### src/rtl/core/chebyshev_tensor_eval_3d_top_defines.svh
// ---------------------------------------------------------------------------
// chebyshev_tensor_eval_3d_top_defines
// Shared assertion macros for the evaluator core.
// ---------------------------------------------------------------------------
// each macro expects clk and rst_n in scope
`ifndef CHEBYSHEV_TENSOR_EVAL_3D_TOP_DEFINES_SVH
`define CHEBYSHEV_TENSOR_EVAL_3D_TOP_DEFINES_SVH

// same-cycle implication
`define CTE_ASSERT_NOW(lbl, ante, cons) \
    lbl: assert property (@(posedge clk) disable iff (!rst_n) (ante) |-> (cons)) \
        else $error("cte: same-cycle check failed");

// next-cycle implication
`define CTE_ASSERT_NEXT(lbl, ante, cons) \
    lbl: assert property (@(posedge clk) disable iff (!rst_n) (ante) |=> (cons)) \
        else $error("cte: next-cycle check failed");

`endif

### src/rtl/core/cte_pkg.sv
// ---------------------------------------------------------------------------
// cte_pkg
// Shared constants, command/status types and rounding helpers for the
// trivariate Chebyshev series evaluator.
// ---------------------------------------------------------------------------
`default_nettype none

package cte_pkg;

    localparam int FIRST_ORDER  = 16;
    localparam int SECOND_ORDER = 16;
    localparam int THIRD_ORDER  = 16;
    localparam int NODES_MAX    = 32;

    localparam int BLOCK     = FIRST_ORDER * SECOND_ORDER * THIRD_ORDER;
    localparam int MAX_ORDER = (FIRST_ORDER > SECOND_ORDER)
        ? ((FIRST_ORDER > THIRD_ORDER) ? FIRST_ORDER : THIRD_ORDER)
        : ((SECOND_ORDER > THIRD_ORDER) ? SECOND_ORDER : THIRD_ORDER);
    localparam int ORD_W = $clog2(MAX_ORDER + 1);
    localparam int FX_W  = (FIRST_ORDER > 1) ? $clog2(FIRST_ORDER) : 1;
    localparam int FY_W  = (SECOND_ORDER > 1) ? $clog2(SECOND_ORDER) : 1;
    localparam int FZ_W  = (THIRD_ORDER > 1) ? $clog2(THIRD_ORDER) : 1;

    localparam int STORE_DEPTH = 131072;
    localparam int ADDR_W      = 17;
    localparam int COORD_W     = 32;
    localparam int COEF_W      = 32;
    localparam int VAL_W       = 48;
    localparam int NODE_W      = 5;
    localparam int CNT_W       = 6;
    localparam int CFG_IDX_W   = 3;
    localparam int CFG_W       = 32;
    localparam int T_W         = 32;

    localparam int NODE_CAP_I = (NODES_MAX < 32) ? NODES_MAX : 32;
    localparam logic [CNT_W-1:0] NODE_CAP = CNT_W'(NODE_CAP_I);

    localparam int DIVD_W = 64;
    localparam int DIVS_W = 32;
    localparam int QUO_W  = 31;

    localparam int ACC_RAW = 34 + $clog2(BLOCK);
    localparam int ACC_W   = (ACC_RAW > VAL_W) ? ACC_RAW : VAL_W + 1;

    localparam logic signed [T_W-1:0] ONE_Q30 = 32'sh4000_0000;

    // register map
    localparam logic [CFG_IDX_W-1:0] REG_X_MIN = 3'd0;
    localparam logic [CFG_IDX_W-1:0] REG_X_MAX = 3'd1;
    localparam logic [CFG_IDX_W-1:0] REG_Y_MIN = 3'd2;
    localparam logic [CFG_IDX_W-1:0] REG_Y_MAX = 3'd3;
    localparam logic [CFG_IDX_W-1:0] REG_Z_MIN = 3'd4;
    localparam logic [CFG_IDX_W-1:0] REG_Z_MAX = 3'd5;
    localparam logic [CFG_IDX_W-1:0] REG_AMP_N = 3'd6;
    localparam logic [CFG_IDX_W-1:0] REG_PHS_N = 3'd7;

    typedef struct packed {
        logic cap_eval;
        logic rs_start;
        logic rs_store;
        logic cheb_mul;
        logic cheb_fin;
        logic node_init;
        logic w0;
        logic w1;
        logic issue;
        logic emit;
    } cte_cmd_t;

    typedef struct packed {
        logic div_done;
        logic rs_last;
        logic cheb_last;
        logic total_zero;
        logic k_last;
        logic ij_last;
        logic pipe_empty;
        logic node_last;
        logic out_free;
    } cte_sts_t;

    // round to nearest, ties away from zero
    function automatic logic signed [63:0] rnd_shift(input logic signed [63:0] v,
                                                    input int unsigned s);
        logic [63:0] h;
        logic [63:0] m;
        h = 64'd1 << (s - 1);
        if (v >= 0)
            return $signed(($unsigned(v) + h) >> s);
        m = $unsigned(-v);
        return -$signed((m + h) >> s);
    endfunction

    function automatic logic signed [T_W-1:0] sat_unit(input logic signed [63:0] v);
        if (v > 64'sh4000_0000)
            return ONE_Q30;
        if (v < -64'sh4000_0000)
            return -ONE_Q30;
        return v[T_W-1:0];
    endfunction

endpackage

`default_nettype wire

### src/rtl/core/cte_ctrl.sv
// ---------------------------------------------------------------------------
// cte_ctrl
// Sequencer for write and evaluate transfers.
// ---------------------------------------------------------------------------
`default_nettype none

module cte_ctrl (
    input  logic              clk,
    input  logic              rst_n,
    input  logic              in_valid,
    input  logic              func,
    output logic              in_stall,
    output cte_pkg::cte_cmd_t cmd,
    input  cte_pkg::cte_sts_t sts
);
    import cte_pkg::*;

    localparam logic [3:0] S_IDLE    = 4'd0;
    localparam logic [3:0] S_RS_GO   = 4'd1;
    localparam logic [3:0] S_RS_WAIT = 4'd2;
    localparam logic [3:0] S_CH_MUL  = 4'd3;
    localparam logic [3:0] S_CH_FIN  = 4'd4;
    localparam logic [3:0] S_N_CHK   = 4'd5;
    localparam logic [3:0] S_N_INIT  = 4'd6;
    localparam logic [3:0] S_W0      = 4'd7;
    localparam logic [3:0] S_W1      = 4'd8;
    localparam logic [3:0] S_STREAM  = 4'd9;
    localparam logic [3:0] S_DRAIN   = 4'd10;
    localparam logic [3:0] S_EMIT    = 4'd11;

    logic [3:0] state_reg, state_next;

    always_comb
    begin
        state_next = state_reg;
        cmd        = '0;
        in_stall   = (state_reg != S_IDLE);
        case (state_reg)
            S_IDLE:
            begin
                if (in_valid && func)
                begin
                    cmd.cap_eval = 1'b1;
                    state_next   = S_RS_GO;
                end
            end
            S_RS_GO:
            begin
                cmd.rs_start = 1'b1;
                state_next   = S_RS_WAIT;
            end
            S_RS_WAIT:
            begin
                if (sts.div_done)
                begin
                    cmd.rs_store = 1'b1;
                    state_next   = sts.rs_last ? S_CH_MUL : S_RS_GO;
                end
            end
            S_CH_MUL:
            begin
                cmd.cheb_mul = 1'b1;
                state_next   = S_CH_FIN;
            end
            S_CH_FIN:
            begin
                cmd.cheb_fin = 1'b1;
                state_next   = sts.cheb_last ? S_N_CHK : S_CH_MUL;
            end
            S_N_CHK:
            begin
                state_next = sts.total_zero ? S_IDLE : S_N_INIT;
            end
            S_N_INIT:
            begin
                cmd.node_init = 1'b1;
                state_next    = S_W0;
            end
            S_W0:
            begin
                cmd.w0     = 1'b1;
                state_next = S_W1;
            end
            S_W1:
            begin
                cmd.w1     = 1'b1;
                state_next = S_STREAM;
            end
            S_STREAM:
            begin
                cmd.issue = 1'b1;
                if (sts.k_last)
                begin
                    state_next = sts.ij_last ? S_DRAIN : S_W0;
                end
            end
            S_DRAIN:
            begin
                if (sts.pipe_empty)
                begin
                    state_next = S_EMIT;
                end
            end
            S_EMIT:
            begin
                if (sts.out_free)
                begin
                    cmd.emit   = 1'b1;
                    state_next = sts.node_last ? S_IDLE : S_N_INIT;
                end
            end
            default:
            begin
                state_next = S_IDLE;
            end
        endcase
    end

    always_ff @(posedge clk or negedge rst_n)
    begin
        if (!rst_n)
        begin
            state_reg <= S_IDLE;
        end
        else
        begin
            state_reg <= state_next;
        end
    end

endmodule

`default_nettype wire

### config.mk
export PLATFORM = sky130hd
export DESIGN_NAME = cte_ctrl
export DESIGN_NICKNAME = d
export VERILOG_FILES = /design/src/rtl/core/chebyshev_tensor_eval_3d_top_defines.svh /design/src/rtl/core/cte_pkg.sv /design/src/rtl/core/cte_ctrl.sv
export SDC_FILE = /design/constraint.sdc
export NUM_CORES = 1
export LEC_CHECK = 0
export ABC_AREA = 1
export ABC_CLOCK_PERIOD_IN_PS = 1300
export BUFFER_PORTS_ARGS = -buffer_cell sky130_fd_sc_hd__buf_2
export CORE_MARGIN = 2
export CORE_UTILIZATION = 40
export DETAILED_ROUTE_END_ITERATION = 12
export GPL_TIMING_DRIVEN = 0
export PLACE_DENSITY = 0.72
export REMOVE_ABC_BUFFERS = 1
export SYNTH_ARGS = -nofsm -noshare
export SYNTH_HDL_FRONTEND = slang
export SYNTH_SLANG_ARGS = --single-unit
export TNS_END_PERCENT = 20
### constraint.sdc
create_clock -name clk -period 1.3 [get_ports clk]
set_clock_uncertainty 0.2 [all_clocks]
set_input_delay 0.325 -clock clk [delete_from_list [all_inputs] [get_ports clk]]
set_output_delay 0.325 -clock clk [all_outputs]
set_load 0.01 [all_outputs]
==> metrics.txt, run 1 <==
IO Pins 24; Cells after Synth 90; Die Area 1658 µm²; first-pass GRT wire length 1938 µm; Placer Congestion 0.8356; Worst EP required 0.77 ns; Core Area 1285 µm²; critical path arrival 1.20 ns; CTS sink count 4; Synth Register Bits 4; vias in the first global route 507; Avg Cell Area, Syn 5.992 µm²; Mapped Area 539.3 µm²; DRC 0; Setup CP Type register to primary output; CTS tree built; htree depth 1; Final Hold Fails 0; failing checks negative setup slack; Setup crit start kind register; Slowest-stage cell, CP dfrtp_2; Crit path largest cell delay 0.49 ns; worst-path fanout max 7; antenna diode count 0; Min Hold Slack 0.2271 ns; Root Buffer Master clkbuf_4; Skew-Pair Late Insertion Delay 0.23 ns; status finished, violations left; Worst-Margin Slew 0.2369 ns; total routed wirelength 1383 µm; initial DRC count 7; final setup vio count 15; mean number of vias per cell 4.664; yosys warns 0; Total Routing Usage GR 17.18%; met3 wire length 54 µm; Layout Utilization 63.00%; leakage power 0.4750 nW; setup TNS -5.225 ns; crit-path cells nand2_2, nor3_1, buf_2; P&R area growth vs syn 50.12%; CTS Buffer Depth 2; Pre-antenna DRT Iters 4; Place WS -0.3196 ns; initial antenna violation count 0; post-synthesis sequential area ratio 18.56%; post-route ant nets 0; Final period util 132.8%; Slew Limit Fails 0; commonest cells after routing, fill and taps aside 21 x buf_2, 19 x nand2_1, 14 x inv_1, 9 x nand2_2, 9 x buf_4; final critical-path required period 1.726 ns; type of the worst min-delay path input port to async pin; standard-cell rows 13; maxcap violations 0; pin count of the biggest net entering global routing 9; final worst setup slack -0.4260 ns; Peak Freq 579.4 MHz; M1 WL 614 µm; Buffers on Ports 23; hpwl dp 1044 µm; Initial Utilization 41.97%; VDD IR-drop max 985.2 µV; slew margin rel. 84.21%; Fill cells 123; commonest non-fill, non-tap cell in the layout buf_2; Clock Pin Slew Worst Setup and Hold Paths 0.04 ns; max reg flops 4; critical path endpoint category primary output; CTS buffer count 3; library cells used by synthesis 17; Die Y 40.72 µm; gr ovfl total 0; unrepaired setup endpoints after global routing true; WL per Instance 9.879 µm; layout net count 140; met2 WL 714 µm; vias post-DR 653; Die W 40.72 µm; share of layout cells above drive strength 1 56.00%; uppermost layer routed met3; Power Dens Cells 2146 nW/µm²
worst paths after layout:
check                                  start  depth (start not counted)  slack [ns]            to
worst max-delay path            state_reg[0]                          3       -0.43        cmd[0]
worst min-delay path                   rst_n                          2        0.23  state_reg[2]
worst max register to register  state_reg[3]                          8       -0.25  state_reg[0]
worst min register to register  state_reg[1]                          2        0.42  state_reg[1]
max in group asynchronous              rst_n                          2        0.54  state_reg[1]
min in group clk                      sts[6]                          5        0.27  state_reg[2]
metal layers:
layer | vias to the layer above | GRT usage (%)
met5 | - | 0
met4 | 0 | 0
met3 | 0 | 4.891
met2 | 14 | 30.56
met1 | 298 | 21.64
li1 | 341 | -
cells in the mapped netlist:
master    instances  area (µm²)
nor2_4            2       22.52
nand3b_1          1       7.510
buf_6             1       11.26
inv_1            15       56.30
dfrtp_1           4       100.1
nor2_2            6       37.54
nand3_2           4       40.04
nand2_2           7       43.79
nand2_1          21       78.83
nor2_1           11       41.29
nor3_1            2       10.01
nor2_8            1       20.02
nand4_1           1       6.260
o21ai_0           1       5.000
inv_2             5       18.77
nand3_1           6       30.03
a21oi_1           2       10.01
area by class of cell:
| class | instances | area, µm² | share of cell area (%) |
|---|---|---|---|
| multi-input cells | 65 | 380.4 | 46.99 |
| well taps | 15 | 18.77 | 2.318 |
| repair buffers | 33 | 205.2 | 25.35 |
| inverters | 20 | 77.57 | 9.583 |
| clock buffers | 3 | 22.52 | 2.782 |
| flip-flops and latches | 4 | 105.1 | 12.98 |
worst max-delay path: cells and delay by family, from the launching register on:
| kind | cells | cell delay (ns) |
|---|---|---|
| buffers and inverters | 1 | 0.15 |
| flip-flops | 1 | 0.49 |
| AND/OR/NAND/NOR | 2 | 0.32 |
stage by stage:
| step | instance area (µm²) | std cells | power (mW) |
|---|---|---|---|
| floorplan | 528.0 | 89 | 1.018 |
| global placement | 661.9 | 127 | 1.238 |
| detailed placement | 661.9 | 127 | 1.255 |
| CTS | 754.5 | 134 | 1.583 |
| global route | 809.5 | 140 | 1.875 |
| finish | 809.5 | 140 | 1.738 |
timing repair:
| item | CTS | global route |
|---|---|---|
| endpoints found under the setup margin | 15 | 15 |
| hold endpoints to repair | 4 | 0 |
| setup buffers | 3 | 6 |
| pin swaps | 6 | 4 |
| hold buffers | 1 | 0 |
| gates resized for setup | 12 | 4 |
report_power, final:
part	internal, mW	leakage [nW]	switching [mW]
registers	0.195	0.0453	0.154
clock network	0.103	0.0138	0.0499
logic	0.547	0.416	0.689
total	0.845	0.475	0.893
cell families (layout without fill, tap and decap cells):
kind of cell	count (synthesis)	in the layout	share of synthesized area [%]
flops	4	4	18.56
compound gates	3	3	2.783
simple gates	62	62	62.65
buf+inv	21	56	16.01
Power figures use the tool's default switching activity.
==> inputs of run 2 (changes only) <==
--- a/config.mk
+++ b/config.mk
@@ -12,7 +12,8 @@
 export CORE_UTILIZATION = 40
 export DETAILED_ROUTE_END_ITERATION = 12
 export GPL_TIMING_DRIVEN = 0
-export PLACE_DENSITY = 0.72
+export HOLD_SLACK_MARGIN = 0.06
+export PLACE_DENSITY_LB_ADDON = 0.3
 export REMOVE_ABC_BUFFERS = 1
 export SYNTH_ARGS = -nofsm -noshare
 export SYNTH_HDL_FRONTEND = slang
==> metrics.txt, run 2 (same netlist as run 1, synthesis figures left out) <==
status finished, violations left; failing checks negative setup slack; max reg flops 4 (unchanged); reg2reg end state_reg[0]; Worst R2R Path Depth 8 (unchanged); r2r setup slk -0.24 ns (about the same); Final period util 131.3% (-1.5 points); total power 1.793 mW (+3.2%); IO Pins 24 (unchanged); Psw 913.3 µW (+2.3%); Reg power frac 18.9% (-1.2 points); layout net count 141 (+0.71%); P&R area growth vs syn 55.22%; Total Routing Usage GR 17.10% (-0.074 points); Core Area 1285 µm² (unchanged); first-pass GRT wire length 1925 µm (-0.67%); sw frac 50.94% (-0.43 points); setup TNS -5.125 ns (+0.1001 ns); total routed wirelength 1403 µm (+1.4%); vias in the first global route 515 (+1.6%); worst-path fanout max 5 (-2); hpwl dp 1029 µm (-1.4%); antenna diode count 0 (unchanged); WL per Instance 9.950 µm (+0.73%); htree depth 1 (unchanged); Placed Instances 127 (unchanged); CTS tree built; maxcap violations 0 (unchanged); leakage power 0.4868 nW (+2.5%); Setup crit start kind register; Worst-Margin Slew 0.2404 ns (+0.003542 ns); unrepaired setup endpoints after global routing true; crit path from state_reg[1]; Critical path destination cmd[7]; final worst setup slack -0.4070 ns (+0.01893 ns); Placer Congestion 0.8652 (+3.5%); Clock Pin Slew Worst Setup and Hold Paths 0.04 ns (about the same); Placed Area 661.9 µm² (unchanged); post-route ant nets 0 (unchanged); combinational share of power 72.8% (+1.7 points); Worst R2R Start state_reg[2]; CTS Buffer Depth 2 (unchanged); share of layout cells above drive strength 1 58.73% (+2.7 points); final critical-path required period 1.707 ns (-0.01893 ns); standard-cell rows 13 (unchanged); commonest non-fill, non-tap cell in the layout buf_2; Die Y 40.72 µm (unchanged); Root Buffer Master clkbuf_4; slew margin rel. 83.85% (-0.36 points); Min Hold Slack 0.2332 ns (+0.006036 ns); Setup CP Type register to primary output; Power Dens Cells 2142 nW/µm² (-0.21%); CTS buffer count 3 (unchanged); Die Area 1658 µm² (unchanged); Die W 40.72 µm (unchanged); commonest cells after routing, fill and taps aside 21 x buf_2, 17 x nand2_1, 13 x inv_1, 11 x nand2_2, 9 x nor2_1; Final Hold Fails 0 (unchanged); Peak Freq 585.8 MHz (+1.1%); Clk network pwr share 8.3% (-0.5 points); CTS sink count 4 (unchanged); VDD IR-drop max 913.3 µV (-7.3%); final setup vio count 15 (unchanged); Internal Power 879.7 µW (+4.1%); type of the worst min-delay path input port to async pin; Pre-antenna DRT Iters 4 (unchanged); Post-Layout Inst Area 837.1 µm² (+3.4%); critical path endpoint category primary output; Buffers on Ports 23 (unchanged); DRC 0 (unchanged); Initial Utilization 41.97% (unchanged); mean number of vias per cell 4.844 (+3.9%); vias post-DR 683 (+4.6%); Slew Limit Fails 0 (unchanged); Skew-Pair Late Insertion Delay 0.23 ns (about the same); critical path arrival 1.18 ns (-0.02 ns); initial DRC count 13 (+6); Worst EP required 0.77 ns (about the same); Final Non-Filler Cells 141 (+0.71%); initial antenna violation count 0 (unchanged); pin count of the biggest net entering global routing 8 (-1); gr ovfl total 0 (unchanged)
run 2: worst min path at each step:
| stage | startpoint | endpoint | slack, ns | cells after the start |
|---|---|---|---|---|
| floorplan | rst_n | state_reg[0] | -0.17 | 0 |
| global placement | rst_n | state_reg[2] | -0.07 | 1 |
| detailed placement | rst_n | state_reg[1] | -0.07 | 1 |
| CTS | rst_n | state_reg[3] | 0.23 | 2 |
| global route | rst_n | state_reg[3] | 0.24 | 2 |
| finish | rst_n | state_reg[3] | 0.23 | 2 |
run 2: area by class of cell:
class	count	area, µm²
fillers	113	447.9
multi-input cells	65	392.9
repair buffers	34	220.2
flip-flops and latches	4	105.1
inverters	20	77.57
clock buffers	3	22.52
well taps	15	18.77
run 2: routing by layer:
metal | track usage, % | up-vias | routed length (µm)
met5 | 0 | - | 0
met2 | 33.73 | 31 | 721
met1 | 19.80 | 309 | 572
met4 | 0 | 0 | 0
li1 | - | 343 | -
met3 | 3.261 | 0 | 108
run 2: power groups by stage:
stage / Combinational (mW) / Clock, mW / Sequential [mW]
6_report: 1.31 / 0.148 / 0.339
5_1_grt: 1.43 / 0.167 / 0.347
4_1_cts: 1.14 / 0.154 / 0.340
3_5_place_dp: 0.933 / 0 / 0.315
3_3_place_gp: 0.924 / 0 / 0.315
2_1_floorplan: 0.726 / 0 / 0.292
run 2: critical path, cell delays in order, from the launching register on:
cell and delay, ns:
dfrtp_2 0.44, inv_4 0.07, nor2_8 0.15, nand2_2 0.06, nor2_1 0.10, buf_2 0.13
run 2: repair_timing:
action | CTS | global route
buffers inserted | 5 | 5
gates resized for setup | 14 | 8
endpoints found under the hold margin | 4 | 0
pin swaps | 7 | 3
setup endpoints to repair | 15 | 15
cloned | 0 | 0
hold buffers | 1 | 0
run 2: per-stage QoR:
stage               utilization (%)  setup slack [ns]
global placement              51.51           -0.3109
floorplan                         -           -0.2508
global route                  65.14           -0.4865
CTS                           60.56           -0.4091
detailed placement            51.51           -0.3249
finish                        65.14           -0.4070
